===== config.mk =====
export PLATFORM = sky130hd
export DESIGN_NAME = multilevel_priority_queue_core_flat
export DESIGN_NICKNAME = d
export VERILOG_FILES = /design/src/sv/mlpq_pkg.sv /design/src/sv/mlpq_req_if.sv /design/src/sv/mlpq_rsp_if.sv /design/src/sv/mlpq_ctrl.sv /design/src/sv/mlpq_dp.sv /design/src/sv/multilevel_priority_queue_core.sv /design/src/flat_wrapper.sv
export VERILOG_INCLUDE_DIRS = /design/src /design/src/sv
export SDC_FILE = /design/constraint.sdc
export NUM_CORES = 1
export LEC_CHECK = 0
export BUFFER_PORTS_ARGS = -buffer_cell sky130_fd_sc_hd__buf_4
export CAP_MARGIN = 20
export CORE_MARGIN = 4
export CORE_UTILIZATION = 63
export CTS_CLUSTER_SIZE = 24
export DETAILED_ROUTE_END_ITERATION = 10
export PLACE_DENSITY = 0.79
export REMOVE_ABC_BUFFERS = 1
export SYNTH_ARGS = -nofsm -noshare
export SYNTH_HDL_FRONTEND = slang
export SYNTH_SLANG_ARGS = --single-unit
export TNS_END_PERCENT = 20

===== constraint.sdc =====
create_clock -name clock -period 10.2 [get_ports clock]
set_input_delay 0.51 -clock clock [delete_from_list [all_inputs] [get_ports clock]]
set_output_delay 0.51 -clock clock [all_outputs]
set_load 0.01 [all_outputs]

===== src/sv/multilevel_priority_queue_core_macros.svh =====
// ----------------------------------------------------------------------------
// multilevel priority queue assertion macros
// concurrent assertion helpers shared by the controller and the datapath
// ----------------------------------------------------------------------------
`ifndef MULTILEVEL_PRIORITY_QUEUE_CORE_MACROS_SVH
`define MULTILEVEL_PRIORITY_QUEUE_CORE_MACROS_SVH

`ifndef SYNTH

// same-cycle implication
`define MLPQ_ASSERT_NOW(lbl, clk, rst, ante, cons, msg) \
   lbl: assert property (@(posedge clk) disable iff (rst) (ante) |-> (cons)) else $error(msg);

// next-cycle implication
`define MLPQ_ASSERT_NEXT(lbl, clk, rst, ante, cons, msg) \
   lbl: assert property (@(posedge clk) disable iff (rst) (ante) |=> (cons)) else $error(msg);

`else

`define MLPQ_ASSERT_NOW(lbl, clk, rst, ante, cons, msg)
`define MLPQ_ASSERT_NEXT(lbl, clk, rst, ante, cons, msg)

`endif

`endif


===== src/sv/mlpq_pkg.sv =====
// ----------------------------------------------------------------------------
// mlpq_pkg
// sizes, codes, types and ring helpers of the multilevel priority queue
// ----------------------------------------------------------------------------
package mlpq_pkg;

   localparam int LEVELS      = 8;
   localparam int LEVEL_DEPTH = 16;
   localparam int SLOT_COUNT  = LEVELS * LEVEL_DEPTH;

   // transaction field widths
   localparam int FUNC_W  = 2;
   localparam int PRIO_W  = 4;
   localparam int TID_W   = 8;
   localparam int OLVL_W  = 4;
   localparam int TOTAL_W = 9;

   // internal widths
   localparam int LVL_W  = (LEVELS > 1) ? $clog2(LEVELS) : 1;
   localparam int IDX_W  = (LEVEL_DEPTH > 1) ? $clog2(LEVEL_DEPTH) : 1;
   localparam int FILL_W = $clog2(LEVEL_DEPTH + 1);
   localparam int ADDR_W = (SLOT_COUNT > 1) ? $clog2(SLOT_COUNT) : 1;

   typedef logic [LVL_W-1:0]   lvl_type;
   typedef logic [IDX_W-1:0]   idx_type;
   typedef logic [FILL_W-1:0]  fill_type;
   typedef logic [ADDR_W-1:0]  addr_type;
   typedef logic [TOTAL_W-1:0] total_type;
   typedef logic [TID_W-1:0]   tid_type;

   typedef enum logic [FUNC_W-1:0] {
      FUNC_ADD      = 2'd0,
      FUNC_POP_HEAD = 2'd1,
      FUNC_POP_TAIL = 2'd2,
      FUNC_NOP      = 2'd3
   } func_type;

   typedef enum logic [1:0] {
      STATUS_DONE  = 2'd0,
      STATUS_NONE  = 2'd1,
      STATUS_RANGE = 2'd2,
      STATUS_FULL  = 2'd3
   } status_type;

   typedef enum logic [1:0] {
      CTRL_IDLE,
      CTRL_EXEC,
      CTRL_WAIT
   } state_type;

   typedef struct packed {
      logic capture;
      logic execute;
      logic load_out;
   } ctrl_cmd_type;

   // (a + b) mod LEVEL_DEPTH for a, b below LEVEL_DEPTH
   function automatic idx_type ring_wrap(input idx_type a, input idx_type b);
      logic [IDX_W:0] sum;
      sum = {1'b0, a} + {1'b0, b};
      if (sum >= (IDX_W+1)'(LEVEL_DEPTH)) begin
         sum = sum - (IDX_W+1)'(LEVEL_DEPTH);
      end
      return sum[IDX_W-1:0];
   endfunction

endpackage


===== src/sv/mlpq_req_if.sv =====
// ----------------------------------------------------------------------------
// mlpq_req_if
// request channel: operation, level and thread identifier
// ----------------------------------------------------------------------------
interface mlpq_req_if import mlpq_pkg::*; ();
   logic              valid;
   logic              ready;
   logic [FUNC_W-1:0] func;
   logic [PRIO_W-1:0] priority_req;
   logic [TID_W-1:0]  thread_id;

   modport source (output valid, func, priority_req, thread_id, input ready);
   modport sink   (input valid, func, priority_req, thread_id, output ready);
endinterface


===== src/sv/mlpq_rsp_if.sv =====
// ----------------------------------------------------------------------------
// mlpq_rsp_if
// response channel: status, removed thread, level, empty flag and count
// ----------------------------------------------------------------------------
interface mlpq_rsp_if import mlpq_pkg::*; ();
   logic               valid;
   logic               ready;
   logic [1:0]         status;
   logic [TID_W-1:0]   out_thread;
   logic [OLVL_W-1:0]  out_level;
   logic               all_empty;
   logic [TOTAL_W-1:0] total;

   modport source (output valid, status, out_thread, out_level, all_empty, total,
                   input ready);
   modport sink   (input valid, status, out_thread, out_level, all_empty, total,
                   output ready);
endinterface


===== src/sv/mlpq_ctrl.sv =====
// ----------------------------------------------------------------------------
// mlpq_ctrl
// sequencer: capture, execute against the queue state, hand off the response
// ----------------------------------------------------------------------------
`include "multilevel_priority_queue_core_macros.svh"

module mlpq_ctrl import mlpq_pkg::*; (
   input  logic         clock,
   input  logic         reset,
   input  logic         req_valid,
   output logic         req_ready,
   output logic         rsp_valid,
   input  logic         rsp_ready,
   output ctrl_cmd_type cmd
);

   state_type state_ff, state_in;
   logic      rsp_valid_ff, rsp_valid_in;
   logic      out_free;

   assign out_free = !rsp_valid_ff || rsp_ready;

   always_comb begin
      state_in = state_ff;
      case (state_ff)
         CTRL_IDLE: begin
            if (req_valid) state_in = CTRL_EXEC;
         end
         CTRL_EXEC: begin
            state_in = CTRL_WAIT;
         end
         CTRL_WAIT: begin
            if (out_free) state_in = req_valid ? CTRL_EXEC : CTRL_IDLE;
         end
         default: begin
            state_in = CTRL_IDLE;
         end
      endcase
   end

   always_comb begin
      req_ready    = 1'b0;
      cmd.load_out = 1'b0;
      cmd.execute  = 1'b0;
      case (state_ff)
         CTRL_IDLE: begin
            req_ready = 1'b1;
         end
         CTRL_EXEC: begin
            cmd.execute = 1'b1;
         end
         CTRL_WAIT: begin
            req_ready    = out_free;
            cmd.load_out = out_free;
         end
         default: begin
            req_ready = 1'b0;
         end
      endcase
      cmd.capture = req_valid && req_ready;
   end

   always_comb begin
      if (cmd.load_out) rsp_valid_in = 1'b1;
      else if (rsp_ready) rsp_valid_in = 1'b0;
      else rsp_valid_in = rsp_valid_ff;
   end

   always_ff @(posedge clock) begin
      if (reset) begin
         state_ff     <= CTRL_IDLE;
         rsp_valid_ff <= 1'b0;
      end else begin
         state_ff     <= state_in;
         rsp_valid_ff <= rsp_valid_in;
      end
   end

   assign rsp_valid = rsp_valid_ff;

   `MLPQ_ASSERT_NEXT(a_capture_exec, clock, reset, cmd.capture, state_ff == CTRL_EXEC, "capture not followed by execute")
   `MLPQ_ASSERT_NEXT(a_exec_wait, clock, reset, state_ff == CTRL_EXEC, state_ff == CTRL_WAIT, "execute not followed by wait")
   `MLPQ_ASSERT_NEXT(a_load_valid, clock, reset, cmd.load_out, rsp_valid_ff, "loaded response not valid")

endmodule


===== src/sv/mlpq_dp.sv =====
// ----------------------------------------------------------------------------
// mlpq_dp
// per-level ring pointers, slot memory, counters and response register
// ----------------------------------------------------------------------------
`include "multilevel_priority_queue_core_macros.svh"

module mlpq_dp import mlpq_pkg::*; (
   input  logic               clock,
   input  logic               reset,
   input  ctrl_cmd_type       cmd,
   input  logic [FUNC_W-1:0]  req_func,
   input  logic [PRIO_W-1:0]  req_priority_req,
   input  logic [TID_W-1:0]   req_thread_id,
   output logic [1:0]         rsp_status,
   output logic [TID_W-1:0]   rsp_out_thread,
   output logic [OLVL_W-1:0]  rsp_out_level,
   output logic               rsp_all_empty,
   output logic [TOTAL_W-1:0] rsp_total
);

   // captured request
   func_type            func_ff;
   logic [PRIO_W-1:0]   prio_ff;
   tid_type             tid_ff;

   // queue state
   idx_type             head_ff [LEVELS];
   idx_type             head_in [LEVELS];
   fill_type            fill_ff [LEVELS];
   fill_type            fill_in [LEVELS];
   total_type           total_ff, total_in;
   tid_type             slots_mem [SLOT_COUNT];
   tid_type             rdata_ff;

   // pending result between execute and hand-off
   status_type          res_status_ff, res_status_in;
   logic [OLVL_W-1:0]   res_level_ff, res_level_in;
   logic                res_take_ff, res_take_in;

   // response register
   logic [1:0]          rsp_status_ff;
   tid_type             rsp_thread_ff;
   logic [OLVL_W-1:0]   rsp_level_ff;
   logic                rsp_empty_ff;
   total_type           rsp_total_ff;

   logic     found_lo, found_hi;
   lvl_type  lvl_lo, lvl_hi, sel_lvl;
   fill_type sel_fill;
   idx_type  sel_head, offset, pos;
   addr_type addr;
   logic     prio_ok, full, do_add, do_pop;

   // lowest and highest non-empty levels
   always_comb begin
      found_lo = 1'b0;
      lvl_lo   = '0;
      for (int l = LEVELS - 1; l >= 0; l--) begin
         if (fill_ff[l] != '0) begin
            found_lo = 1'b1;
            lvl_lo   = LVL_W'(l);
         end
      end
   end

   always_comb begin
      found_hi = 1'b0;
      lvl_hi   = '0;
      for (int l = 0; l < LEVELS; l++) begin
         if (fill_ff[l] != '0) begin
            found_hi = 1'b1;
            lvl_hi   = LVL_W'(l);
         end
      end
   end

   assign prio_ok = {1'b0, prio_ff} < (PRIO_W+1)'(LEVELS);

   always_comb begin
      case (func_ff)
         FUNC_ADD:      sel_lvl = prio_ff[LVL_W-1:0];
         FUNC_POP_HEAD: sel_lvl = lvl_lo;
         FUNC_POP_TAIL: sel_lvl = lvl_hi;
         default:       sel_lvl = '0;
      endcase
   end

   assign sel_fill = fill_ff[sel_lvl];
   assign sel_head = head_ff[sel_lvl];
   assign full     = sel_fill == FILL_W'(LEVEL_DEPTH);

   always_comb begin
      case (func_ff)
         FUNC_ADD:      offset = sel_fill[IDX_W-1:0];
         FUNC_POP_TAIL: offset = IDX_W'(sel_fill - FILL_W'(1));
         default:       offset = '0;
      endcase
   end

   assign pos  = ring_wrap(sel_head, offset);
   assign addr = ADDR_W'(ADDR_W'(sel_lvl) * ADDR_W'(LEVEL_DEPTH)) + ADDR_W'(pos);

   assign do_add = (func_ff == FUNC_ADD) && prio_ok && !full;
   assign do_pop = ((func_ff == FUNC_POP_HEAD) && found_lo) ||
                   ((func_ff == FUNC_POP_TAIL) && found_hi);

   // state update and pending result
   always_comb begin
      head_in       = head_ff;
      fill_in       = fill_ff;
      total_in      = total_ff;
      res_status_in = STATUS_DONE;
      res_level_in  = '0;
      res_take_in   = 1'b0;
      case (func_ff)
         FUNC_ADD: begin
            res_level_in = OLVL_W'(prio_ff);
            if (!prio_ok) res_status_in = STATUS_RANGE;
            else if (full) res_status_in = STATUS_FULL;
         end
         FUNC_POP_HEAD, FUNC_POP_TAIL: begin
            if (do_pop) begin
               res_level_in = OLVL_W'(sel_lvl);
               res_take_in  = 1'b1;
            end else begin
               res_status_in = STATUS_NONE;
            end
         end
         default: begin
            res_status_in = STATUS_DONE;
         end
      endcase
      if (do_add) begin
         fill_in[sel_lvl] = sel_fill + FILL_W'(1);
         total_in         = total_ff + TOTAL_W'(1);
      end
      if (do_pop) begin
         fill_in[sel_lvl] = sel_fill - FILL_W'(1);
         total_in         = total_ff - TOTAL_W'(1);
         if (func_ff == FUNC_POP_HEAD) head_in[sel_lvl] = ring_wrap(sel_head, IDX_W'(1));
      end
   end

   always_ff @(posedge clock) begin
      if (reset) begin
         for (int l = 0; l < LEVELS; l++) begin
            head_ff[l] <= '0;
            fill_ff[l] <= '0;
         end
         total_ff <= '0;
      end else if (cmd.execute) begin
         head_ff  <= head_in;
         fill_ff  <= fill_in;
         total_ff <= total_in;
      end
   end

   // slot memory, one access per execute
   always_ff @(posedge clock) begin
      if (cmd.execute) begin
         if (do_add) slots_mem[addr] <= tid_ff;
         rdata_ff <= slots_mem[addr];
      end
   end

   always_ff @(posedge clock) begin
      if (cmd.capture) begin
         func_ff <= func_type'(req_func);
         prio_ff <= req_priority_req;
         tid_ff  <= req_thread_id;
      end
      if (cmd.execute) begin
         res_status_ff <= res_status_in;
         res_level_ff  <= res_level_in;
         res_take_ff   <= res_take_in;
      end
      if (cmd.load_out) begin
         rsp_status_ff <= res_status_ff;
         rsp_thread_ff <= res_take_ff ? rdata_ff : '0;
         rsp_level_ff  <= res_level_ff;
         rsp_empty_ff  <= total_ff == '0;
         rsp_total_ff  <= total_ff;
      end
   end

   assign rsp_status     = rsp_status_ff;
   assign rsp_out_thread = rsp_thread_ff;
   assign rsp_out_level  = rsp_level_ff;
   assign rsp_all_empty  = rsp_empty_ff;
   assign rsp_total      = rsp_total_ff;

   `MLPQ_ASSERT_NEXT(a_add_count, clock, reset, cmd.execute && do_add, total_ff == $past(total_ff) + TOTAL_W'(1), "add did not bump total")
   `MLPQ_ASSERT_NEXT(a_idle_count, clock, reset, cmd.execute && !do_add && !do_pop, $stable(total_ff), "total moved without add or removal")
   `MLPQ_ASSERT_NOW(a_total_bound, clock, reset, 1'b1, total_ff <= TOTAL_W'(SLOT_COUNT), "total above capacity")

endmodule


===== src/sv/multilevel_priority_queue_core.sv =====
// a request is captured, executed (pointer update plus one slot memory access)
//   and loaded into the response register, which raises response valid; a new
//   request is accepted while the previous response is loaded, not in execute
// in the wait state a stalled response keeps req ready low until it is taken
// reset: synchronous, active high; all levels empty, total zero, no response
//   valid; slot memory contents are not cleared
// ----------------------------------------------------------------------------
// multilevel_priority_queue_core
// one fifo of thread identifiers per priority level with head and tail removal
// ----------------------------------------------------------------------------
module multilevel_priority_queue_core import mlpq_pkg::*; (
   input logic        clock,
   input logic        reset,
   mlpq_req_if.sink   req_chan,
   mlpq_rsp_if.source rsp_chan
);

   // command bundle from the sequencer to the datapath
   ctrl_cmd_type cmd;

   // sequencer: accepts a transaction in idle or while handing off the
   // previous response, then runs the execute step and the response hand-off
   mlpq_ctrl u_ctrl (
      .clock     (clock),
      .reset     (reset),
      .req_valid (req_chan.valid),
      .req_ready (req_chan.ready),
      .rsp_valid (rsp_chan.valid),
      .rsp_ready (rsp_chan.ready),
      .cmd       (cmd)
   );

   // datapath: ring pointers per level, shared slot memory with registered
   // read, running total and the response register
   mlpq_dp u_dp (
      .clock            (clock),
      .reset            (reset),
      .cmd              (cmd),
      .req_func         (req_chan.func),
      .req_priority_req (req_chan.priority_req),
      .req_thread_id    (req_chan.thread_id),
      .rsp_status       (rsp_chan.status),
      .rsp_out_thread   (rsp_chan.out_thread),
      .rsp_out_level    (rsp_chan.out_level),
      .rsp_all_empty    (rsp_chan.all_empty),
      .rsp_total        (rsp_chan.total)
   );

endmodule

===== src/flat_wrapper.sv =====
// flat-port wrapper written by rule: the top's interface ports become plain ports
module multilevel_priority_queue_core_flat import mlpq_pkg::*;
  (clock, reset, req_chan_valid, req_chan_func, req_chan_priority_req, req_chan_thread_id, req_chan_ready, rsp_chan_valid, rsp_chan_status, rsp_chan_out_thread, rsp_chan_out_level, rsp_chan_all_empty, rsp_chan_total, rsp_chan_ready);
  mlpq_req_if req_chan_i ();
  mlpq_rsp_if rsp_chan_i ();
  input logic clock;
  input logic reset;
  input wire logic [$bits(req_chan_i.valid)-1:0] req_chan_valid;
  input wire logic [$bits(req_chan_i.func)-1:0] req_chan_func;
  input wire logic [$bits(req_chan_i.priority_req)-1:0] req_chan_priority_req;
  input wire logic [$bits(req_chan_i.thread_id)-1:0] req_chan_thread_id;
  output wire logic [$bits(req_chan_i.ready)-1:0] req_chan_ready;
  output wire logic [$bits(rsp_chan_i.valid)-1:0] rsp_chan_valid;
  output wire logic [$bits(rsp_chan_i.status)-1:0] rsp_chan_status;
  output wire logic [$bits(rsp_chan_i.out_thread)-1:0] rsp_chan_out_thread;
  output wire logic [$bits(rsp_chan_i.out_level)-1:0] rsp_chan_out_level;
  output wire logic [$bits(rsp_chan_i.all_empty)-1:0] rsp_chan_all_empty;
  output wire logic [$bits(rsp_chan_i.total)-1:0] rsp_chan_total;
  input wire logic [$bits(rsp_chan_i.ready)-1:0] rsp_chan_ready;
  assign req_chan_i.valid = req_chan_valid;
  assign req_chan_i.func = req_chan_func;
  assign req_chan_i.priority_req = req_chan_priority_req;
  assign req_chan_i.thread_id = req_chan_thread_id;
  assign req_chan_ready = req_chan_i.ready;
  assign rsp_chan_valid = rsp_chan_i.valid;
  assign rsp_chan_status = rsp_chan_i.status;
  assign rsp_chan_out_thread = rsp_chan_i.out_thread;
  assign rsp_chan_out_level = rsp_chan_i.out_level;
  assign rsp_chan_all_empty = rsp_chan_i.all_empty;
  assign rsp_chan_total = rsp_chan_i.total;
  assign rsp_chan_i.ready = rsp_chan_ready;
  multilevel_priority_queue_core u_core (.clock(clock), .reset(reset), .req_chan(req_chan_i), .rsp_chan(rsp_chan_i));
endmodule

==> results.py, run 1 <==
metrics = {
    "run_status": {
        "status": "finished, final reports clean",
    },
    "floorplanning": {
        "row_count": 98,
        "die_w_um": 279,
        "initial_core_util": 0.640,
        "ios": 44,
        "fp.dieArea_um2": 77600,
        "die_y_um": 279,
        "coreArea_um2": 72100,
    },
    "flow_run": {
        "maxCapViolations": 0,
    },
    "min_path": {
        "hold_start": "req_chan_func[0]",
        "worstHoldPathType": "input port to flop",
        "hold_end": "u_core.u_dp.func_ff[0]$_DFFE_PP_",
        "hold_path_depth": 1,
    },
    "grt": {
        "overflow": 0,
        "antenna_found_initial": 3,
        "grt_max_degree": 131,
        "grt_pass1_wl_um": 176000,
        "use_met1": 0.409,
        "use_met3": 0.0688,
        "grt.busiest_layer": "met2",
        "use_met2": 0.471,
        "grt_pass1_vias": 27900,
        "track_usage": 0.297,
    },
    "synthesis": {
        "yosysWarnings": 0,
        "netlist_area_um2": 46200,
        "synthArstFlopShare": 0,
        "synth_edf_count": 1077,
        "ys_types": 81,
        "syn_avg_cell_area_um2": 15.2,
        "synth.ff_latch_count": 1161,
        "synth_flop_cell": "edfxtp_1",
        "synthCells": 3045,
        "ys_seq_area_frac": 0.737,
    },
    "setup_path": {
        "critical_path.max_stage_delay_ns": 0.71,
        "path_max_fanout": 56,
        "crit_chain": "or4_1, nor2_1, o21ai_0, nand4_1, and4_1, a21o_1, nor2_1, a222oi_1, nand2_1, a21oi_1, inv_1, ha_4, fa_1, xnor2_1, nand2_4, buf_4, o22ai_1, a221oi_1, a21oi_1, o21ai_0, mux2_2, nand2_1, nor4_1, nand4_1",
        "r2r_end": "u_core.u_dp.rdata_ff[2]$_DFFE_PP_",
        "cp-start-kind": "flop",
        "crit_required_ns": 10.71,
        "worstRegToRegCells": 24,
        "r2r_slack_ns": 1.29,
        "arrival_ns": 9.43,
        "end_kind": "flop",
        "slowest_stage": "xnor2_1",
        "worstSetupPathType": "flop to flop",
    },
    "sta": {
        "slew_violations": 0,
        "layout_setup_ws_ns": 1.29,
        "rsz0062_at_grt": "no",
        "fin_setup_tns_ns": 0,
        "period_minus_slack_ns": 8.91,
        "worst_pin_slew_ns": 1.20,
        "finClkSkew_ns": 0.0393,
        "whs_ns": 0.0305,
        "fmax_mhz": 112,
        "period_share": 0.874,
        "slew_headroom": 0.197,
        "setup_violations": 0,
        "hold_viol": 0,
    },
    "clock_tree": {
        "clk_latency_ns": 0.69,
        "clock_path_buffers": 3,
        "numCtsBuffers": 110,
        "cts_tree": "built",
        "path_clk_slew_ns": 0.07,
        "clock-sinks": 1161,
        "post_cts_resize_count": 0,
        "cts_setup_buffers": 0,
        "hold_buffers": 12,
        "cts-root-buf": "clkbuf_16",
        "htree_levels": 3,
    },
    "final_layout": {
        "nNetsFinal": 3116,
        "drive_gt1_frac": 0.0984,
        "syn2layout_area_growth_pct": 10.7,
    },
    "placement": {
        "place_hpwl_um": 70300,
        "gp_congestion": 0.918,
        "port_buffers": 43,
        "place_ws_ns": 1.50,
    },
    "drt": {
        "drc": 0,
        "drt_wl_total_um": 117000,
        "initialDrtViolationCount": 4671,
        "dr.pass1.iters": 6,
        "viasPerCell": 6.94,
        "antenna_left": 0,
        "vias": 28600,
        "post_drt_wl_per_cell_um": 28.5,
    },
    "pwr": {
        "vdd.ir_drop.worst_uv": 168,
        "leakage_uw": 0.0162,
        "p_per_area_nw_per_um2": 199,
        "total_power_uw": 10200,
    },
}
## metal layers
layer | vias to the layer above | share of wire
met5 | - | 0.00011
met4 | 2 | 0.045
met3 | 350 | 0.11
met2 | 1982 | 0.47
met1 | 14200 | 0.37
li1 | 12100 | -
## Yosys cell counts, drive strengths merged (11+ instances only)
cell type / count / area share
buf: 54 / 0.0054
a22o: 64 / 0.012
o22ai: 138 / 0.019
nand2: 178 / 0.014
nor2: 249 / 0.020
clkbuf: 138 / 0.011
edfxtp: 1077 / 0.70
nand3: 48 / 0.0052
inv: 15 / 0.0012
and2: 16 / 0.0022
a221o: 24 / 0.0052
a31oi: 13 / 0.0018
a21oi: 125 / 0.014
or4: 12 / 0.0020
o21ai: 125 / 0.014
ha: 17 / 0.0046
a221oi: 95 / 0.018
a211oi: 45 / 0.0073
o211ai: 11 / 0.0019
mux2: 17 / 0.0041
mux2i: 287 / 0.062
a22oi: 73 / 0.012
dfxtp: 84 / 0.036
nor3: 27 / 0.0033
xnor2: 11 / 0.0025
## critical path, delay by kind of cell, from the launching register on
| kind | cells | cell delay (ns) |
|---|---|---|
| AOI/OAI and AO/OA | 8 | 2.97 |
| buffers and inverters | 2 | 0.69 |
| xor gates and xnor gates | 1 | 0.71 |
| muxes | 1 | 0.31 |
| adders and majority gates | 2 | 0.71 |
| DFF | 1 | 0.33 |
| and+or+nand+nor | 10 | 2.98 |
## logic make-up (layout without fill, tap and decap cells)
family,Yosys count,count (layout),synth area share
flip-flops,1161,1161,0.737
AO/OA/AOI/OAI,756,756,0.113
AND/OR/NAND/NOR,580,580,0.0557
multiplexers,304,304,0.0664
buffers and inverters,207,333,0.0179
adder cells (fa/ha/maj),19,19,0.00548
XOR/XNOR,18,18,0.00423
other,0,3,0
## cells in the final DEF, fill, tap and decap left out, drive strengths merged, types with 27 or more instances in the layout
cell type | synthesis | routed
a221oi | 95 | 95
buf | 54 | 102
edfxtp | 1077 | 1077
nand2 | 178 | 178
a22o | 64 | 64
a21oi | 125 | 125
a211oi | 45 | 45
dfxtp | 84 | 84
nor2 | 249 | 249
a22oi | 73 | 73
clkinv | 0 | 56
nor3 | 27 | 27
o21ai | 125 | 125
nand3 | 48 | 48
mux2i | 287 | 287
o22ai | 138 | 138
clkbuf | 138 | 135
## per-stage QoR
step | util | cell area [um2] | instances
finish | 0.709 | 51100 | 4124
global route | 0.709 | 51100 | 4121
CTS | 0.708 | 51100 | 4119
detailed placement | 0.658 | 47500 | 3903
global placement | 0.658 | 47500 | 3902
floorplan | - | 45400 | 2853
## worst max path at each step
| stage | cells past startpoint | end | start | slack, ns |
|---|---|---|---|---|
| final | 24 | u_core.u_dp.rdata_ff[2]$_DFFE_PP_ | flop | 1.29 |
| after global routing | 24 | u_core.u_dp.rdata_ff[2]$_DFFE_PP_ | flop | 0.80 |
| after CTS | 24 | u_core.u_dp.rdata_ff[1]$_DFFE_PP_ | flop | 1.51 |
| after detailed placement | 24 | u_core.u_dp.rdata_ff[1]$_DFFE_PP_ | flop | 1.50 |
| after global placement | 23 | u_core.u_dp.rdata_ff[7]$_DFFE_PP_ | flop | 1.60 |
| after floorplan | 16 | u_core.u_dp.rdata_ff[6]$_DFFE_PP_ | flop | -12.20 |
## where the power goes
part | internal (uW) | leakage [uW] | total, uW | switching (uW)
Sequential | 5220 | 0.0104 | 5230 | 10.7
Clock | 2200 | 0.00170 | 3930 | 1740
Combinational | 310 | 0.00412 | 1020 | 709
## registers in the layout, summed over array words and instances (netlist names), 4 cells and up, named ones only
register and count:
u_core.u_dp.fill_ff 34, u_core.u_dp.head_ff 32, u_core.u_dp.prio_ff 4, u_core.u_dp.rdata_ff 8
u_core.u_dp.res_level_ff 4, u_core.u_dp.rsp_out_level 4, u_core.u_dp.rsp_out_thread 8, u_core.u_dp.rsp_total 9
u_core.u_dp.slots_mem 1024, u_core.u_dp.tid_ff 8, u_core.u_dp.total_ff 9
## layout make-up
type	count	area (um2)
Clock buffer	135	2890
Timing Repair Buffer	114	968
Clock inverter	69	599
Multi-Input combinational cell	1677	11400
Tap cell	950	1190
Inverter	15	56.3
Antenna cell	3	7.51
Sequential cell	1161	34000
Fill cell	4457	21000
Power figures use the tool's default switching activity.
==> run 2, diff against run 1 <==
==> constraint.sdc (replaced) <==
create_clock -name clock -period 10.2 [get_ports clock]
set_input_delay 1.53 -clock clock [delete_from_list [all_inputs] [get_ports clock]]
set_output_delay 1.53 -clock clock [all_outputs]
set_load 0.01 [all_outputs]
==> run 2 against run 1 <==
  * Sequential share of layout area up 0.16 points
  * Register-to-register slack better by 0.02 ns
  * Clock skew down 0.0012 ns
  * Maximum frequency increased by 0.23%
  * Global-route usage is 0.056 points lower
  * Via count is 0.48% lower
  * Count of clock-buffer cells in the layout did not move
  * Critical path depth is the same
  * Die area is the same
  * Final cell count shrank 0.34%
  * Largest cell class unchanged
  * Highest routed layer unchanged
==> results.py, run 2 (synthesized netlist as in run 1, its figures left out) <==
metrics = {
    "run_status": {
        "status": "finished, final reports clean",
    },
    "setup_path": {
        "crit_required_ns": 10.72,
        "path_max_fanout": 56,
        "arrival_ns": 9.41,
        "end_kind": "flop",
        "cp-start-kind": "flop",
        "r2r_slack_ns": 1.31,
        "worstSetupPathType": "flop to flop",
    },
    "final_layout": {
        "design_area_um2": 51000,
        "final_common_cell": "edfxtp_1",
        "drive_gt1_frac": 0.0988,
        "reg_top3": "u_core.u_dp.slots_mem x1024, u_core.u_dp.fill_ff x34, u_core.u_dp.head_ff x32",
        "regMostFlops": "u_core.u_dp.slots_mem",
        "syn2layout_area_growth_pct": 10.5,
        "nNetsFinal": 3104,
        "fillers": 4475,
        "layout_common_cells": "1077 x edfxtp_1, 287 x mux2i_1, 245 x nor2_1",
        "largest_register_ffs": 1024,
    },
    "clock_tree": {
        "post_cts_resize_count": 0,
        "cts_tree": "built",
        "path_clk_slew_ns": 0.07,
        "numCtsBuffers": 110,
        "clock-sinks": 1161,
        "hold_buffers": 0,
        "clock_path_buffers": 3,
        "cts-root-buf": "clkbuf_16",
        "clk_latency_ns": 0.69,
        "htree_levels": 3,
        "cts_setup_buffers": 0,
    },
    "sta": {
        "period_minus_slack_ns": 8.89,
        "whs_ns": 0.416,
        "finClkSkew_ns": 0.0381,
        "period_share": 0.872,
        "hold_viol": 0,
        "rsz0062_at_grt": "no",
        "fmax_mhz": 112,
        "slew_headroom": 0.193,
        "worst_pin_slew_ns": 1.21,
        "setup_violations": 0,
        "slew_violations": 0,
    },
    "placement": {
        "gp_congestion": 0.918,
        "port_buffers": 43,
        "place_hpwl_um": 70300,
        "place_area_um2": 47500,
    },
    "floorplanning": {
        "initial_core_util": 0.640,
        "coreArea_um2": 72100,
        "ios": 44,
        "die_w_um": 279,
        "fp.dieArea_um2": 77600,
        "row_count": 98,
        "die_y_um": 279,
    },
    "drt": {
        "drt_wl_total_um": 117000,
        "drc": 0,
        "wl_met1_um": 42500,
        "wl_met2_um": 55400,
        "dr.pass1.iters": 6,
        "viasPerCell": 6.93,
        "post_drt_wl_per_cell_um": 28.4,
        "maxUsedRoutingLayer": "met5",
        "vias": 28500,
        "met3_length_um": 13900,
        "antenna_left": 0,
        "initialDrtViolationCount": 4808,
    },
    "pwr": {
        "vdd.ir_drop.worst_uv": 166,
        "p_per_area_nw_per_um2": 199,
        "leakage_uw": 0.0161,
    },
    "min_path": {
        "worstHoldPathType": "flop to flop",
        "hold_start": "u_core.u_dp.res_level_ff[1]$_SDFFCE_PP0P_",
    },
    "flow_run": {
        "maxCapViolations": 0,
    },
    "grt": {
        "grt_max_degree": 131,
        "antenna_found_initial": 3,
        "track_usage": 0.297,
        "overflow": 0,
        "grt_pass1_vias": 27800,
        "grt_pass1_wl_um": 176000,
    },
}
-- run 2: changes by cell type in the layout (fill, tap and decap cells not counted), sizes merged --
cell / delta
diode: -2
dlygate4sd3: -12
-- run 2: final cells by class --
cell class | instances | area [um2] | area share
clock inverter | 69 | 599 | 0.0118
multi-input combinational | 1677 | 11400 | 0.223
timing repair buffer | 102 | 848 | 0.0166
inverter | 15 | 56.3 | 0.00110
antenna | 1 | 2.50 | 0.0000491
sequential | 1161 | 34000 | 0.667
tap | 950 | 1190 | 0.0233
clock buffer | 135 | 2890 | 0.0567
-- run 2: power by group --
group	internal [uW]	leakage, uW	switching (uW)	total [uW]
Clock	2200	0.00170	1730	3920
Combinational	307	0.00407	706	1010
Sequential	5220	0.0104	10.6	5230
-- run 2: final timing paths --
path,end,cells past startpoint
worst max-delay path,u_core.u_dp.rdata_ff[2]$_DFFE_PP_,24
worst min-delay path,u_core.u_dp.rsp_out_level[1]$_DFFE_PP_,0
worst max register to register,u_core.u_dp.rdata_ff[2]$_DFFE_PP_,24
worst min register to register,u_core.u_dp.rsp_out_level[1]$_DFFE_PP_,0
-- run 2: routing by layer --
layer  global-route usage  up-vias
li1                     -    12100
met1                0.409    14000
met2                0.470     1986
met3               0.0691      341
met4                0.112        2
met5                    0        -
-- run 2: worst max-delay path, cell delays in order, from the launching register on --
cell      delay, ns
dfxtp_1        0.33
or4_1          0.54
nor2_1         0.34
o21ai_0        0.14
nand4_1        0.12
and4_1         0.67
a21o_1         0.67
nor2_1         0.40
a222oi_1       0.42
nand2_1        0.08
a21oi_1        0.60
inv_1          0.23
ha_4           0.24
fa_1           0.47
xnor2_1        0.72
nand2_4        0.63
buf_4          0.46
o22ai_1        0.29
a221oi_1       0.14
a21oi_1        0.49
o21ai_0        0.22
mux2_2         0.31
nand2_1        0.07
nor4_1         0.05
nand4_1        0.06
-- run 2: stage by stage --
step / total power [uW] / instances / setup TNS (ns) / utilization / setup WS (ns)
2_1_floorplan: 6060 / 2853 / -5268.25 / - / -12.20
3_3_place_gp: 6300 / 3902 / 0 / 0.658 / 1.60
3_5_place_dp: 6310 / 3903 / 0 / 0.658 / 1.50
4_1_cts: 10200 / 4107 / 0 / 0.707 / 1.51
5_1_grt: 10500 / 4109 / 0 / 0.707 / 0.796
6_report: 10200 / 4110 / 0 / 0.707 / 1.31
